File: config.mk
export PLATFORM = sky130hd
export DESIGN_NAME = rx_buffer_ring_manager_flat
export DESIGN_NICKNAME = d
export VERILOG_FILES = /design/src/hdl/rbrm_pkg.sv /design/src/hdl/rbrm_if.sv /design/src/hdl/rbrm_front.sv /design/src/hdl/rbrm_queue.sv /design/src/hdl/rbrm_back.sv /design/src/hdl/rx_buffer_ring_manager.sv /design/src/flat_wrapper.sv
export SDC_FILE = /design/constraint.sdc
export NUM_CORES = 1
export LEC_CHECK = 0
export BUFFER_PORTS_ARGS = -buffer_cell sky130_fd_sc_hd__buf_2
export CORE_MARGIN = 5
export CORE_UTILIZATION = 36
export CTS_CLUSTER_SIZE = 10
export DETAILED_ROUTE_END_ITERATION = 16
export PLACE_DENSITY = 0.61
export SETUP_SLACK_MARGIN = 0.15
export SLEW_MARGIN = 30
export SYNTH_ARGS = -nofsm -noshare
export SYNTH_HDL_FRONTEND = slang
export SYNTH_HIERARCHICAL = 1
export SYNTH_SLANG_ARGS = --single-unit
export TNS_END_PERCENT = 10
File: constraint.sdc
create_clock -name clk -period 5 [get_ports clk]
set_input_delay 1 -clock clk [delete_from_list [all_inputs] [get_ports clk]]
set_output_delay 1 -clock clk [all_outputs]
set_load 0.03 [all_outputs]
File: src/hdl/rbrm_pkg.sv
// ----------------------------------------------------------------------------
// rbrm_pkg
// Shared types, codes and constants of the receive buffer ring manager.
// ----------------------------------------------------------------------------
`timescale 1ns / 1ps

package rbrm_pkg;

  localparam int SLOT_COUNT = 64;
  localparam int SLOT_W     = $clog2(SLOT_COUNT);

  localparam int QUEUE_DEPTH = 2;
  localparam int QPTR_W      = $clog2(QUEUE_DEPTH);
  localparam int QCNT_W      = $clog2(QUEUE_DEPTH + 1);

  localparam int CFG_ADDR_W = 3;
  localparam int CFG_DATA_W = 32;

  localparam logic [7:0]  RESET_START_PAGE = 8'h46;
  localparam logic [7:0]  RESET_STOP_PAGE  = 8'hAA;
  localparam logic [7:0]  RESET_READ_PAGE  = RESET_START_PAGE + 8'd1;
  localparam logic [15:0] HEADER_BYTES     = 16'd4;

  localparam logic [1:0] OP_POST   = 2'd0;
  localparam logic [1:0] OP_PACKET = 2'd1;
  localparam logic [1:0] OP_CLEAR  = 2'd2;

  localparam logic [2:0] ST_POSTED    = 3'd0;
  localparam logic [2:0] ST_FULL      = 3'd1;
  localparam logic [2:0] ST_DELIVERED = 3'd2;
  localparam logic [2:0] ST_TOO_LARGE = 3'd3;
  localparam logic [2:0] ST_DROPPED   = 3'd4;
  localparam logic [2:0] ST_CLEARED   = 3'd5;

  localparam logic CFG_IDX_START = 1'b0;
  localparam logic CFG_IDX_STOP  = 1'b1;

  typedef struct packed {
    logic [1:0]  op;
    logic [15:0] buffer_size;
    logic [15:0] length;
    logic [7:0]  next_page;
  } rbrm_entry_t;

  typedef struct packed {
    logic        valid;
    rbrm_entry_t entry;
  } rbrm_qhead_t;

  typedef struct packed {
    logic [7:0] start_page;
    logic [7:0] stop_page;
  } rbrm_cfg_t;

endpackage

File: src/hdl/rbrm_if.sv
// ----------------------------------------------------------------------------
// rbrm_if
// Valid/ready channel interfaces for packet items and result beats.
// ----------------------------------------------------------------------------
`timescale 1ns / 1ps

interface rbrm_in_if;
  logic        valid;
  logic        ready;
  logic [1:0]  operation;
  logic [15:0] buffer_size;
  logic [15:0] packet_count;
  logic [7:0]  next_page;

  modport source (output valid, operation, buffer_size, packet_count, next_page,
                  input ready);
  modport sink (input valid, operation, buffer_size, packet_count, next_page,
                output ready);
endinterface

interface rbrm_out_if;
  logic        valid;
  logic        ready;
  logic [2:0]  status;
  logic [5:0]  slot;
  logic [15:0] length;
  logic [7:0]  boundary;
  logic [7:0]  read_page;

  modport source (output valid, status, slot, length, boundary, read_page,
                  input ready);
  modport sink (input valid, status, slot, length, boundary, read_page,
                output ready);
endinterface

File: src/hdl/rbrm_front.sv
// ----------------------------------------------------------------------------
// rbrm_front
// Accepts input beats, drops unused operation codes, precomputes the payload
// length and pushes the classified item into the queue.
// ----------------------------------------------------------------------------
`timescale 1ns / 1ps

module rbrm_front import rbrm_pkg::*; (
  rbrm_in_if.sink     in_ch,
  input  logic        q_full,
  output logic        q_push,
  output rbrm_entry_t q_entry
);

  logic known_op;

  assign in_ch.ready = !q_full;

  assign known_op = (in_ch.operation == OP_POST) || (in_ch.operation == OP_PACKET) ||
                    (in_ch.operation == OP_CLEAR);

  assign q_push = in_ch.valid && in_ch.ready && known_op;

  assign q_entry.op          = in_ch.operation;
  assign q_entry.buffer_size = in_ch.buffer_size;
  assign q_entry.length      = in_ch.packet_count - HEADER_BYTES;
  assign q_entry.next_page   = in_ch.next_page;

endmodule

File: src/hdl/rbrm_queue.sv
// ----------------------------------------------------------------------------
// rbrm_queue
// Short FIFO that decouples the front classifier from the ring back end.
// ----------------------------------------------------------------------------
`timescale 1ns / 1ps

module rbrm_queue import rbrm_pkg::*; (
  input  logic        clk,
  input  logic        rst_n,
  input  logic        push,
  input  rbrm_entry_t push_entry,
  output logic        full,
  input  logic        pop,
  output rbrm_qhead_t head
);

  rbrm_entry_t       slots_r [QUEUE_DEPTH];
  logic [QPTR_W-1:0] wr_ptr_r, wr_ptr_nxt;
  logic [QPTR_W-1:0] rd_ptr_r, rd_ptr_nxt;
  logic [QCNT_W-1:0] cnt_r, cnt_nxt;

  assign full       = (cnt_r == QCNT_W'(QUEUE_DEPTH));
  assign head.valid = (cnt_r != '0);
  assign head.entry = slots_r[rd_ptr_r];

  always_comb begin
    wr_ptr_nxt = push ? QPTR_W'(wr_ptr_r + 1'b1) : wr_ptr_r;
    rd_ptr_nxt = pop ? QPTR_W'(rd_ptr_r + 1'b1) : rd_ptr_r;
    cnt_nxt    = cnt_r;
    if (push && !pop) begin
      cnt_nxt = QCNT_W'(cnt_r + 1'b1);
    end else if (pop && !push) begin
      cnt_nxt = QCNT_W'(cnt_r - 1'b1);
    end
  end

  always_ff @(posedge clk) begin
    if (!rst_n) begin
      wr_ptr_r <= '0;
      rd_ptr_r <= '0;
      cnt_r    <= '0;
    end else begin
      wr_ptr_r <= wr_ptr_nxt;
      rd_ptr_r <= rd_ptr_nxt;
      cnt_r    <= cnt_nxt;
    end
  end

  always_ff @(posedge clk) begin
    if (push) begin
      slots_r[wr_ptr_r] <= push_entry;
    end
  end

endmodule

File: src/hdl/rbrm_back.sv
// ----------------------------------------------------------------------------
// rbrm_back
// Executes queued items against the buffer ring: slot pointers, capacity
// memory, read page and boundary, and holds the result beat.
// ----------------------------------------------------------------------------
`timescale 1ns / 1ps

module rbrm_back import rbrm_pkg::*; (
  input  logic        clk,
  input  logic        rst_n,
  input  rbrm_cfg_t   cfg,
  input  rbrm_qhead_t head,
  output logic        pop,
  rbrm_out_if.source  out_ch
);

  logic [15:0]       cap_mem [SLOT_COUNT];
  logic [15:0]       cap_rd_r;

  logic [SLOT_W-1:0] oldest_r, oldest_nxt;
  logic [SLOT_W-1:0] free_r, free_nxt;
  logic              has_posted_r, has_posted_nxt;
  logic [7:0]        page_r, page_nxt;
  logic              out_valid_r;

  logic [2:0]        status_r;
  logic [5:0]        slot_r;
  logic [15:0]       length_r;
  logic [7:0]        boundary_r;
  logic [7:0]        read_page_r;
  logic              check_r;

  logic              take;
  logic              mem_we;
  logic              rd_en;
  logic [2:0]        res_status;
  logic [SLOT_W-1:0] res_slot;
  logic [15:0]       res_length;
  logic [7:0]        bnd_dec;
  logic [7:0]        res_boundary;
  logic [SLOT_W-1:0] free_inc;
  logic [SLOT_W-1:0] oldest_inc;

  assign take = head.valid && (!out_valid_r || out_ch.ready);
  assign pop  = take;

  assign free_inc   = (free_r == SLOT_W'(SLOT_COUNT - 1)) ? '0 : SLOT_W'(free_r + 1'b1);
  assign oldest_inc = (oldest_r == SLOT_W'(SLOT_COUNT - 1)) ? '0 : SLOT_W'(oldest_r + 1'b1);

  always_comb begin
    oldest_nxt     = oldest_r;
    free_nxt       = free_r;
    has_posted_nxt = has_posted_r;
    page_nxt       = page_r;
    mem_we         = 1'b0;
    rd_en          = 1'b0;
    res_status     = ST_POSTED;
    res_slot       = '0;
    res_length     = '0;
    case (head.entry.op)
      OP_POST: begin
        res_slot = free_r;
        if (has_posted_r && (free_r == oldest_r)) begin
          res_status = ST_FULL;
        end else begin
          mem_we   = take;
          free_nxt = free_inc;
          if (!has_posted_r) begin
            oldest_nxt     = free_r;
            has_posted_nxt = 1'b1;
          end
        end
      end
      OP_PACKET: begin
        page_nxt = head.entry.next_page;
        if (!has_posted_r) begin
          res_status = ST_DROPPED;
        end else begin
          rd_en          = 1'b1;
          res_status     = ST_DELIVERED;
          res_slot       = oldest_r;
          res_length     = head.entry.length;
          oldest_nxt     = oldest_inc;
          has_posted_nxt = (oldest_inc != free_r);
        end
      end
      OP_CLEAR: begin
        res_status     = ST_CLEARED;
        has_posted_nxt = 1'b0;
        free_nxt       = '0;
        oldest_nxt     = '0;
      end
      default: begin
        res_status = ST_POSTED;
      end
    endcase
  end

  assign bnd_dec      = page_nxt - 8'd1;
  assign res_boundary = (bnd_dec < cfg.start_page) ? (cfg.stop_page - 8'd1) : bnd_dec;

  always_ff @(posedge clk) begin
    if (!rst_n) begin
      oldest_r     <= '0;
      free_r       <= '0;
      has_posted_r <= 1'b0;
      page_r       <= RESET_READ_PAGE;
      out_valid_r  <= 1'b0;
    end else begin
      if (take) begin
        oldest_r     <= oldest_nxt;
        free_r       <= free_nxt;
        has_posted_r <= has_posted_nxt;
        page_r       <= page_nxt;
        out_valid_r  <= 1'b1;
      end else if (out_ch.ready) begin
        out_valid_r <= 1'b0;
      end
    end
  end

  always_ff @(posedge clk) begin
    if (take) begin
      status_r    <= res_status;
      slot_r      <= 6'(res_slot);
      length_r    <= res_length;
      boundary_r  <= res_boundary;
      read_page_r <= page_nxt;
      check_r     <= rd_en;
    end
  end

  always_ff @(posedge clk) begin
    if (mem_we) begin
      cap_mem[free_r] <= head.entry.buffer_size;
    end
    if (take && rd_en) begin
      cap_rd_r <= cap_mem[oldest_r];
    end
  end

  assign out_ch.valid     = out_valid_r;
  assign out_ch.status    = check_r ? ((length_r > cap_rd_r) ? ST_TOO_LARGE : ST_DELIVERED)
                                    : status_r;
  assign out_ch.slot      = slot_r;
  assign out_ch.length    = length_r;
  assign out_ch.boundary  = boundary_r;
  assign out_ch.read_page = read_page_r;

`ifndef SYNTHESIS
  a_empty_pointers_meet: assert property (@(posedge clk) disable iff (!rst_n)
    !has_posted_r |-> (oldest_r == free_r))
    else $error("Empty ring with oldest and free slots apart.");

  a_clear_resets_ring: assert property (@(posedge clk) disable iff (!rst_n)
    (take && (head.entry.op == OP_CLEAR)) |=>
      (!has_posted_r && (free_r == '0) && (oldest_r == '0)))
    else $error("Clear did not empty the ring.");

  a_full_keeps_free: assert property (@(posedge clk) disable iff (!rst_n)
    (take && (head.entry.op == OP_POST) && has_posted_r && (free_r == oldest_r)) |=>
      ($stable(free_r) && $stable(oldest_r) && has_posted_r))
    else $error("Post into a full ring moved the slot pointers.");

  a_held_beat_no_take: assert property (@(posedge clk) disable iff (!rst_n)
    (out_valid_r && !out_ch.ready) |-> !take)
    else $error("Result beat overwritten while stalled.");
`endif

endmodule

File: src/hdl/rx_buffer_ring_manager.sv
// ----------------------------------------------------------------------------
// rx_buffer_ring_manager
// Receive buffer ring manager: host buffer slots, read page and boundary.
// ----------------------------------------------------------------------------
// Items enter on in_ch: post a host buffer, report an arrived packet header,
// or clear the buffer ring. Each accepted item with operation 0 to 2 gives
// exactly one result beat on out_ch; operation code 3 is taken and discarded.
// The ring start and stop pages are written over the APB-style cfg_ port,
// register 0 at byte address 0 and register 1 at byte address 4; the user
// must write them only while the block is idle, which it does not enforce.
// An accepted item is written into the queue, and from the queue head the
// back end registers the result together with its read of the slot capacity
// memory, which feeds the size check on the output; a stalled result beat
// keeps the next item waiting in the queue.
// Throughput is one item per cycle while out_ch is not stalled, set by the single-item back end step.
// When the receiver stalls, the result beat holds, the two-entry queue fills
// and in_ch.ready drops once it is full.
// Reset empties the ring, sets the registers to pages 0x46 and 0xAA and the
// read page to 0x47; the capacity memory is not cleared.
// ----------------------------------------------------------------------------
`timescale 1ns / 1ps

module rx_buffer_ring_manager import rbrm_pkg::*; (
  input  logic                  clk,
  input  logic                  rst_n,
  rbrm_in_if.sink               in_ch,
  rbrm_out_if.source            out_ch,
  input  logic                  cfg_psel,
  input  logic                  cfg_penable,
  input  logic                  cfg_pwrite,
  input  logic [CFG_ADDR_W-1:0] cfg_paddr,
  input  logic [CFG_DATA_W-1:0] cfg_pwdata,
  output logic [CFG_DATA_W-1:0] cfg_prdata,
  output logic                  cfg_pready
);

  logic [7:0]  start_page_r;
  logic [7:0]  stop_page_r;
  logic        cfg_wr;
  logic        q_push;
  logic        q_full;
  logic        q_pop;
  rbrm_entry_t q_entry;
  rbrm_qhead_t q_head;
  rbrm_cfg_t   cfg;

  assign cfg_pready = 1'b1;
  assign cfg_wr     = cfg_psel && cfg_penable && cfg_pwrite && cfg_pready;

  always_ff @(posedge clk) begin
    if (!rst_n) begin
      start_page_r <= RESET_START_PAGE;
      stop_page_r  <= RESET_STOP_PAGE;
    end else if (cfg_wr) begin
      if (cfg_paddr[2] == CFG_IDX_START) begin
        start_page_r <= cfg_pwdata[7:0];
      end else begin
        stop_page_r <= cfg_pwdata[7:0];
      end
    end
  end

  assign cfg_prdata = (cfg_paddr[2] == CFG_IDX_STOP) ? CFG_DATA_W'(stop_page_r)
                                                     : CFG_DATA_W'(start_page_r);

  assign cfg.start_page = start_page_r;
  assign cfg.stop_page  = stop_page_r;

  rbrm_front u_front (
    .in_ch   (in_ch),
    .q_full  (q_full),
    .q_push  (q_push),
    .q_entry (q_entry)
  );

  rbrm_queue u_queue (
    .clk        (clk),
    .rst_n      (rst_n),
    .push       (q_push),
    .push_entry (q_entry),
    .full       (q_full),
    .pop        (q_pop),
    .head       (q_head)
  );

  rbrm_back u_back (
    .clk    (clk),
    .rst_n  (rst_n),
    .cfg    (cfg),
    .head   (q_head),
    .pop    (q_pop),
    .out_ch (out_ch)
  );

endmodule
File: src/flat_wrapper.sv
// flat-port wrapper written by rule: the top's interface ports become plain ports
module rx_buffer_ring_manager_flat import rbrm_pkg::*;
  (clk, rst_n, cfg_psel, cfg_penable, cfg_pwrite, cfg_paddr, cfg_pwdata, cfg_prdata, cfg_pready, in_ch_valid, in_ch_operation, in_ch_buffer_size, in_ch_packet_count, in_ch_next_page, in_ch_ready, out_ch_valid, out_ch_status, out_ch_slot, out_ch_length, out_ch_boundary, out_ch_read_page, out_ch_ready);
  rbrm_in_if in_ch_i ();
  rbrm_out_if out_ch_i ();
  input  logic clk;
  input  logic rst_n;
  input  logic cfg_psel;
  input  logic cfg_penable;
  input  logic cfg_pwrite;
  input  logic [CFG_ADDR_W-1:0] cfg_paddr;
  input  logic [CFG_DATA_W-1:0] cfg_pwdata;
  output logic [CFG_DATA_W-1:0] cfg_prdata;
  output logic cfg_pready;
  input wire logic [$bits(in_ch_i.valid)-1:0] in_ch_valid;
  input wire logic [$bits(in_ch_i.operation)-1:0] in_ch_operation;
  input wire logic [$bits(in_ch_i.buffer_size)-1:0] in_ch_buffer_size;
  input wire logic [$bits(in_ch_i.packet_count)-1:0] in_ch_packet_count;
  input wire logic [$bits(in_ch_i.next_page)-1:0] in_ch_next_page;
  output wire logic [$bits(in_ch_i.ready)-1:0] in_ch_ready;
  output wire logic [$bits(out_ch_i.valid)-1:0] out_ch_valid;
  output wire logic [$bits(out_ch_i.status)-1:0] out_ch_status;
  output wire logic [$bits(out_ch_i.slot)-1:0] out_ch_slot;
  output wire logic [$bits(out_ch_i.length)-1:0] out_ch_length;
  output wire logic [$bits(out_ch_i.boundary)-1:0] out_ch_boundary;
  output wire logic [$bits(out_ch_i.read_page)-1:0] out_ch_read_page;
  input wire logic [$bits(out_ch_i.ready)-1:0] out_ch_ready;
  assign in_ch_i.valid = in_ch_valid;
  assign in_ch_i.operation = in_ch_operation;
  assign in_ch_i.buffer_size = in_ch_buffer_size;
  assign in_ch_i.packet_count = in_ch_packet_count;
  assign in_ch_i.next_page = in_ch_next_page;
  assign in_ch_ready = in_ch_i.ready;
  assign out_ch_valid = out_ch_i.valid;
  assign out_ch_status = out_ch_i.status;
  assign out_ch_slot = out_ch_i.slot;
  assign out_ch_length = out_ch_i.length;
  assign out_ch_boundary = out_ch_i.boundary;
  assign out_ch_read_page = out_ch_i.read_page;
  assign out_ch_i.ready = out_ch_ready;
  rx_buffer_ring_manager u_core (.clk(clk), .rst_n(rst_n), .in_ch(in_ch_i), .out_ch(out_ch_i), .cfg_psel(cfg_psel), .cfg_penable(cfg_penable), .cfg_pwrite(cfg_pwrite), .cfg_paddr(cfg_paddr), .cfg_pwdata(cfg_pwdata), .cfg_prdata(cfg_prdata), .cfg_pready(cfg_pready));
endmodule
==> results of run 1 <==
[per-layer routing]
layer / vias to the layer above / global-route usage [%] / part of all wire, %
met2: 1017 / 25.9 / 48
met4: 0 / 5.00 / 2.9
li1: 10100 / - / -
met3: 175 / 3.55 / 8.0
met5: - / 0 / 0
met1: 12700 / 21.8 / 41
[power by group]
part	leakage [uW]	internal [uW]	switching (uW)	total [uW]
Clock	0.00184	5090	3660	8760
Sequential	0.0109	12400	350	12700
Combinational	0.00459	2680	4550	7230
[state kept, by name (all words and copies together) (netlist names), 8 cells and up, named ones only]
signal and cells:
u_core/start_page_r 8, u_core/stop_page_r 8, u_core/u_back/out_ch.read_page 8, u_core/u_back/out_ch.length 16, u_core/u_back/out_ch.boundary 8, u_core/u_back/cap_mem 1024, u_core/u_queue/slots_r 84, u_core/u_back/page_r 8
u_core/u_back/cap_rd_r 16
[worst max-delay path, cell delays in order (launching register included)]
cell and delay, ns:
dfxtp_2 0.56, mux2_2 0.44, inv_1 0.10, ha_1 0.40, mux2i_1 0.54, nand3_1 0.17, xnor2_1 0.27, ha_1 0.29
a21o_1 0.16, a211o_1 0.31, a311oi_1 0.31, a221oi_2 0.07, buf_4 0.20, mux2_1 0.32
[per-stage QoR]
stage                     cells  setup WS, ns  cell area, sq um
after floorplan            2417          1.15             48000
after global placement     4218         0.702             50700
after detailed placement   4218         0.650             50700
after CTS                  4395         0.625             54400
after global routing       4395         0.361             54500
final                      4395         0.598             54500
[logic make-up (layout without fill, tap and decap cells)]
kind of cell,Yosys count,in the layout,synth area share [%]
buffers and inverters,229,452,2.63
muxes,344,344,14.0
AOI/OAI and AO/OA,232,232,3.67
adders and majority gates,32,32,0.836
DFF,1208,1208,74.9
and+or+nand+nor,311,311,3.31
xor gates and xnor gates,36,36,0.659
other,2,25,0.0157
[worst max path at each step]
| stage | startpoint | endpoint | cells past startpoint |
|---|---|---|---|
| after floorplan | out_ch_ready | u_core/u_queue/cnt_r[1] | 8 |
| after global placement | flop | u_core/u_back/out_ch.boundary[6] | 13 |
| after detailed placement | flop | u_core/u_back/out_ch.boundary[6] | 13 |
| after CTS | flop | u_core/u_back/out_ch.boundary[6] | 13 |
| after global routing | flop | u_core/u_back/out_ch.boundary[6] | 13 |
| final | flop | u_core/u_back/out_ch.boundary[6] | 13 |
[layout by cell type, fill, tap and decap left out, drive strengths merged, types with 4 or more instances in the layout]
cell type and count:
or3 8, mux4 256, o211ai 7, a31o 5
a21boi 4, o221ai 14, ha 32, a21oi 9
o21ai 21, nor4 14, xnor2 15, clkinv 6
mux2 56, buf 229, nor2 88, mux2i 32
clkbuf 165, nand2b 12, a31oi 4, a22o 34
o211a 9, nor3 10, edfxtp 1165, a221oi 33
a21o 5, a22oi 6, and3 21, dfxtp 43
nand2 78, nand3b 7, conb 25, xor2 21
o22ai 61, and2 9, nand4 10, nor2b 23
nand3 17, inv 52
[final cells by class]
cell class	instances	area (sq um)	share of cell area, %
repair buffers	229	1560	2.87
clock inverters	12	101	0.186
inverters	46	173	0.317
multi-input cells	980	10900	20.0
flip-flops and latches	1208	35900	65.9
well taps	1755	2200	4.03
clock buffers	165	3660	6.72
==> flow_summary.toml, run 1 <==
[outcome]
status = "complete, no violations"

[synth]
async_reset_ff_share_pct = 0
synthFlopType = "edfxtp_1"
synth_area_leader_cell = "edfxtp_1"
avgSynthCellArea_sq_um = 20.0
synth_most_common_cell = "edfxtp_1"
synth_top_area_share_pct = 73.1
synth-edff-count = 1165
synthCells = 2394
ys_top_cells_by_area = "edfxtp_1 (73%), mux4_2 (12%), dfxtp_1 (1.8%)"
synth.cell_area_sq_mm = 0.0479
synth_commonest_cells = "edfxtp_1 (1165), mux4_2 (256), nor2_1 (88)"
ys_warn_count = 6
synth_cell_type_count = 75
ys_ff_latch = 1208
yosysSeqAreaShare_pct = 74.9

[final_layout]
fin_nets = 2721
layout-drive-gt1-share_pct = 27.2
fillers = 11400
n_antenna_cell = 0
area_growth_pct = 13.7
utilization_pct = 41.3

[routing]
drt-initial-drc-count = 2251
post_drt_wl_per_cell_um = 26.0
vias = 24000
viasPerCell = 5.46
drtAntennaViolNets = 0
first_pass_iters = 7
wirelength_um = 114000
drc = 0

[sta]
worst_pin_slew_ns = 1.05
finalSetupViolations = 0
fin_crit_sh_pct = 88.0
drv_slew = 0
hold_slack_ns = 0.463
max_freq_mhz = 227
slew_headroom_pct = 29.6
hold_violations = 0
rsz0062_at_grt = "no"
fin_crit_ns = 4.40
tns_ns = 0
fin_skew_ns = 0.0278

[power_and_ir_drop]
ir_drop_mv = 0.380
fin_total_pwr_uw = 28700
powerDensity_mw_per_mm2 = 527
p_leak_uw = 0.0173

[critical_path]
critPathRequiredTime_ns = 5.46
crit_path_end_kind = "flop"
r2r_cells = 13
path_class = "reg -> reg"
r2r_end = "u_core/u_back/out_ch.boundary[6]"
path_max_fanout = 14
r2r_slack_ns = 0.60
cp.arrival_ns = 4.86
cp-start-kind = "flop"

[cts]
clkSinkCount = 1208
clkTransAtPathRegs_ns = 0.05
cts_tree = "built"
cts_setup_buffers = 0
postCtsResizedCells = 0
clockBufferDepth = 3
htree_levels = 4
cts_made_buffers = 140
insertion_delay_ns = 0.73
holdBufCountCts = 0
cts-root-buf = "clkbuf_16"

[die]
die-area_sq_mm = 0.140
pin_count = 160
die_y_um = 375
initial_utilization_pct = 36.3
die_w_um = 375
core-area_sq_mm = 0.132
row_count = 133

[placement]
place_congestion = 0.913
io_buffers = 108
dp_hpwl_um = 70200

[grt]
grt_usage_pct = 16.0
grt_pass1_vias = 24600
grt-ovfl-total = 0
grt_first_pass_wirelength_um = 168000
antenna_found_initial = 1
grt_max_degree = 65

[run]
cap_violations = 0

[hold_path]
hold_path_end = "u_core/u_queue/slots_r[0][27]"
hold_path_class = "in -> reg"
hold_start = "in_ch_buffer_size[3]"
hold_depth = 1
Note: power is estimated with default switching activity, not from simulation.
==> run 2, diff against run 1 <==
==> constraint.sdc (replaced) <==
create_clock -name clk -period 5.2 [get_ports clk]
set_input_delay 1.04 -clock clk [delete_from_list [all_inputs] [get_ports clk]]
set_output_delay 1.04 -clock clk [all_outputs]
set_load 0.03 [all_outputs]
==> flow_summary.toml, run 2 (synthesis gave the netlist of run 1 again) <==
[sta]
slew_headroom_pct = 37.1
hold_violations = 0
finalSetupViolations = 0
setup_ws_ns = 0.866
fin_crit_sh_pct = 83.3
rsz0062_at_grt = "no"
fin_skew_ns = 0.0234
max_freq_mhz = 231
tns_ns = 0
worst_pin_slew_ns = 0.935
drv_slew = 0
hold_slack_ns = 0.482
fin_crit_ns = 4.33

[final_layout]
layout-drive-gt1-share_pct = 27.2
largest_reg_flops = 1024
multi_input_area_sq_mm = 0.0109
area_growth_pct = 13.8
fin_nets = 2724
final_cell_mix = "edfxtp_1 (1165), mux4_2 (256), clkbuf_16 (141)"
top_register = "u_core/u_back/cap_mem"
fin_area_sq_mm = 0.0545
final_common_cell = "edfxtp_1"
n_antenna_cell = 0
fillers = 11500
seqCellArea_sq_mm = 0.0359
top_regs = "u_core/u_back/cap_mem x1024, u_core/u_queue/slots_r x84"

[die]
die_y_um = 375
pin_count = 160
row_count = 133
die-area_sq_mm = 0.140
die_w_um = 375
initial_utilization_pct = 36.3
core-area_sq_mm = 0.132

[critical_path]
cp-start-kind = "flop"
slowest_delay_ns = 0.78
cp.arrival_ns = 4.78
critPathRequiredTime_ns = 5.65
path_max_fanout = 13
crit_path_end_kind = "flop"
path_common_cell = "ha_1"
cp_slowest_cell = "a221oi_2"
cp_cell_sequence = "mux2_2 -> inv_1 -> ha_1 -> mux2i_1 -> nand4_1 -> nor3_1 -> xnor2_1 -> ha_1 -> o21ai_0 -> a221oi_2 -> mux2_1"
path_class = "reg -> reg"

[power_and_ir_drop]
p_leak_uw = 0.0173
ir_drop_mv = 0.347
powerDensity_mw_per_mm2 = 506

[grt]
grt_pass1_vias = 24900
grt_max_degree = 65
grt-ovfl-total = 0
grt_usage_pct = 16.3
grt_first_pass_wirelength_um = 171000
antenna_found_initial = 1

[cts]
clkTransAtPathRegs_ns = 0.06
holdBufCountCts = 0
cts-root-buf = "clkbuf_16"
cts_tree = "built"
postCtsResizedCells = 0
clockBufferDepth = 3
cts_made_buffers = 140
clkSinkCount = 1208
htree_levels = 4
cts_setup_buffers = 0
insertion_delay_ns = 0.72

[routing]
vias = 24100
drc = 0
wirelength_um = 116000
viasPerCell = 5.46
drtAntennaViolNets = 0
first_pass_iters = 7
post_drt_wl_per_cell_um = 26.4
drt-initial-drc-count = 2382

[hold_path]
hold_path_class = "reg -> reg"

[placement]
placed_cell_area_sq_mm = 0.0507
io_buffers = 108
dp_hpwl_um = 70800
place_congestion = 0.852
dp_slack_ns = 0.804

[outcome]
status = "complete, no violations"

[run]
cap_violations = 0
run 2: cell count changes in the layout (fill, tap and decap cells not counted), sizes merged:
cell    before  now
inv         52   53
bufinv       0    1
clkbuf     165  168
buf        229  232
run 2: worst paths after layout:
| check | startpoint | to | slack, ns | depth (start not counted) |
|---|---|---|---|---|
| max | flop | u_core/u_back/out_ch.boundary[2] | 0.87 | 11 |
| min | u_core/start_page_r[3] | u_core/start_page_r[3] | 0.48 | 2 |
| max reg2reg | flop | u_core/u_back/out_ch.boundary[2] | 0.87 | 11 |
| min reg2reg | u_core/start_page_r[3] | u_core/start_page_r[3] | 0.48 | 2 |
run 2: final cells by class:
| cell class | count | area share, % |
|---|---|---|
| Clock buffer | 168 | 6.66 |
| Clock inverter | 14 | 0.264 |
| Inverter | 46 | 0.317 |
| Multi-Input combinational cell | 980 | 20.0 |
| Sequential cell | 1208 | 65.8 |
| Tap cell | 1755 | 4.03 |
| Timing Repair Buffer | 232 | 2.89 |
run 2: stage by stage:
stage                     std cells  power [uW]  utilization [%]
after floorplan                2417       16900                -
after global placement         4218       19200             38.4
after detailed placement       4221       19400             38.5
after CTS                      4403       27800             41.3
after global routing           4403       28600             41.3
final                          4403       27600             41.3
run 2: worst max-delay path, delay by kind of cell, from the launching register on:
kind / cells / cell delay (ns)
multiplexers: 3 / 1.31
AO/OA/AOI/OAI: 2 / 0.89
adder cells (fa/ha/maj): 2 / 0.77
AND/OR/NAND/NOR: 2 / 0.52
flip-flops: 1 / 0.34
XOR/XNOR: 1 / 0.12
buffers and inverters: 1 / 0.10
run 2: layer usage:
layer | routed length (um) | global-route usage (%) | vias up
li1 | - | - | 10200
met1 | 48100 | 22.4 | 12800
met2 | 56600 | 26.6 | 960
met3 | 8040 | 2.92 | 184
met4 | 3300 | 5.17 | 2
met5 | 13 | 0 | -
run 2: power by group:
part / total (uW) / internal (uW) / switching, uW / leakage [uW]
combinational: 6980 / 2590 / 4390 / 0.00460
sequential: 12200 / 11900 / 278 / 0.0109
clock: 8410 / 4910 / 3510 / 0.00184
total: 27600 / 19400 / 8170 / 0.0173
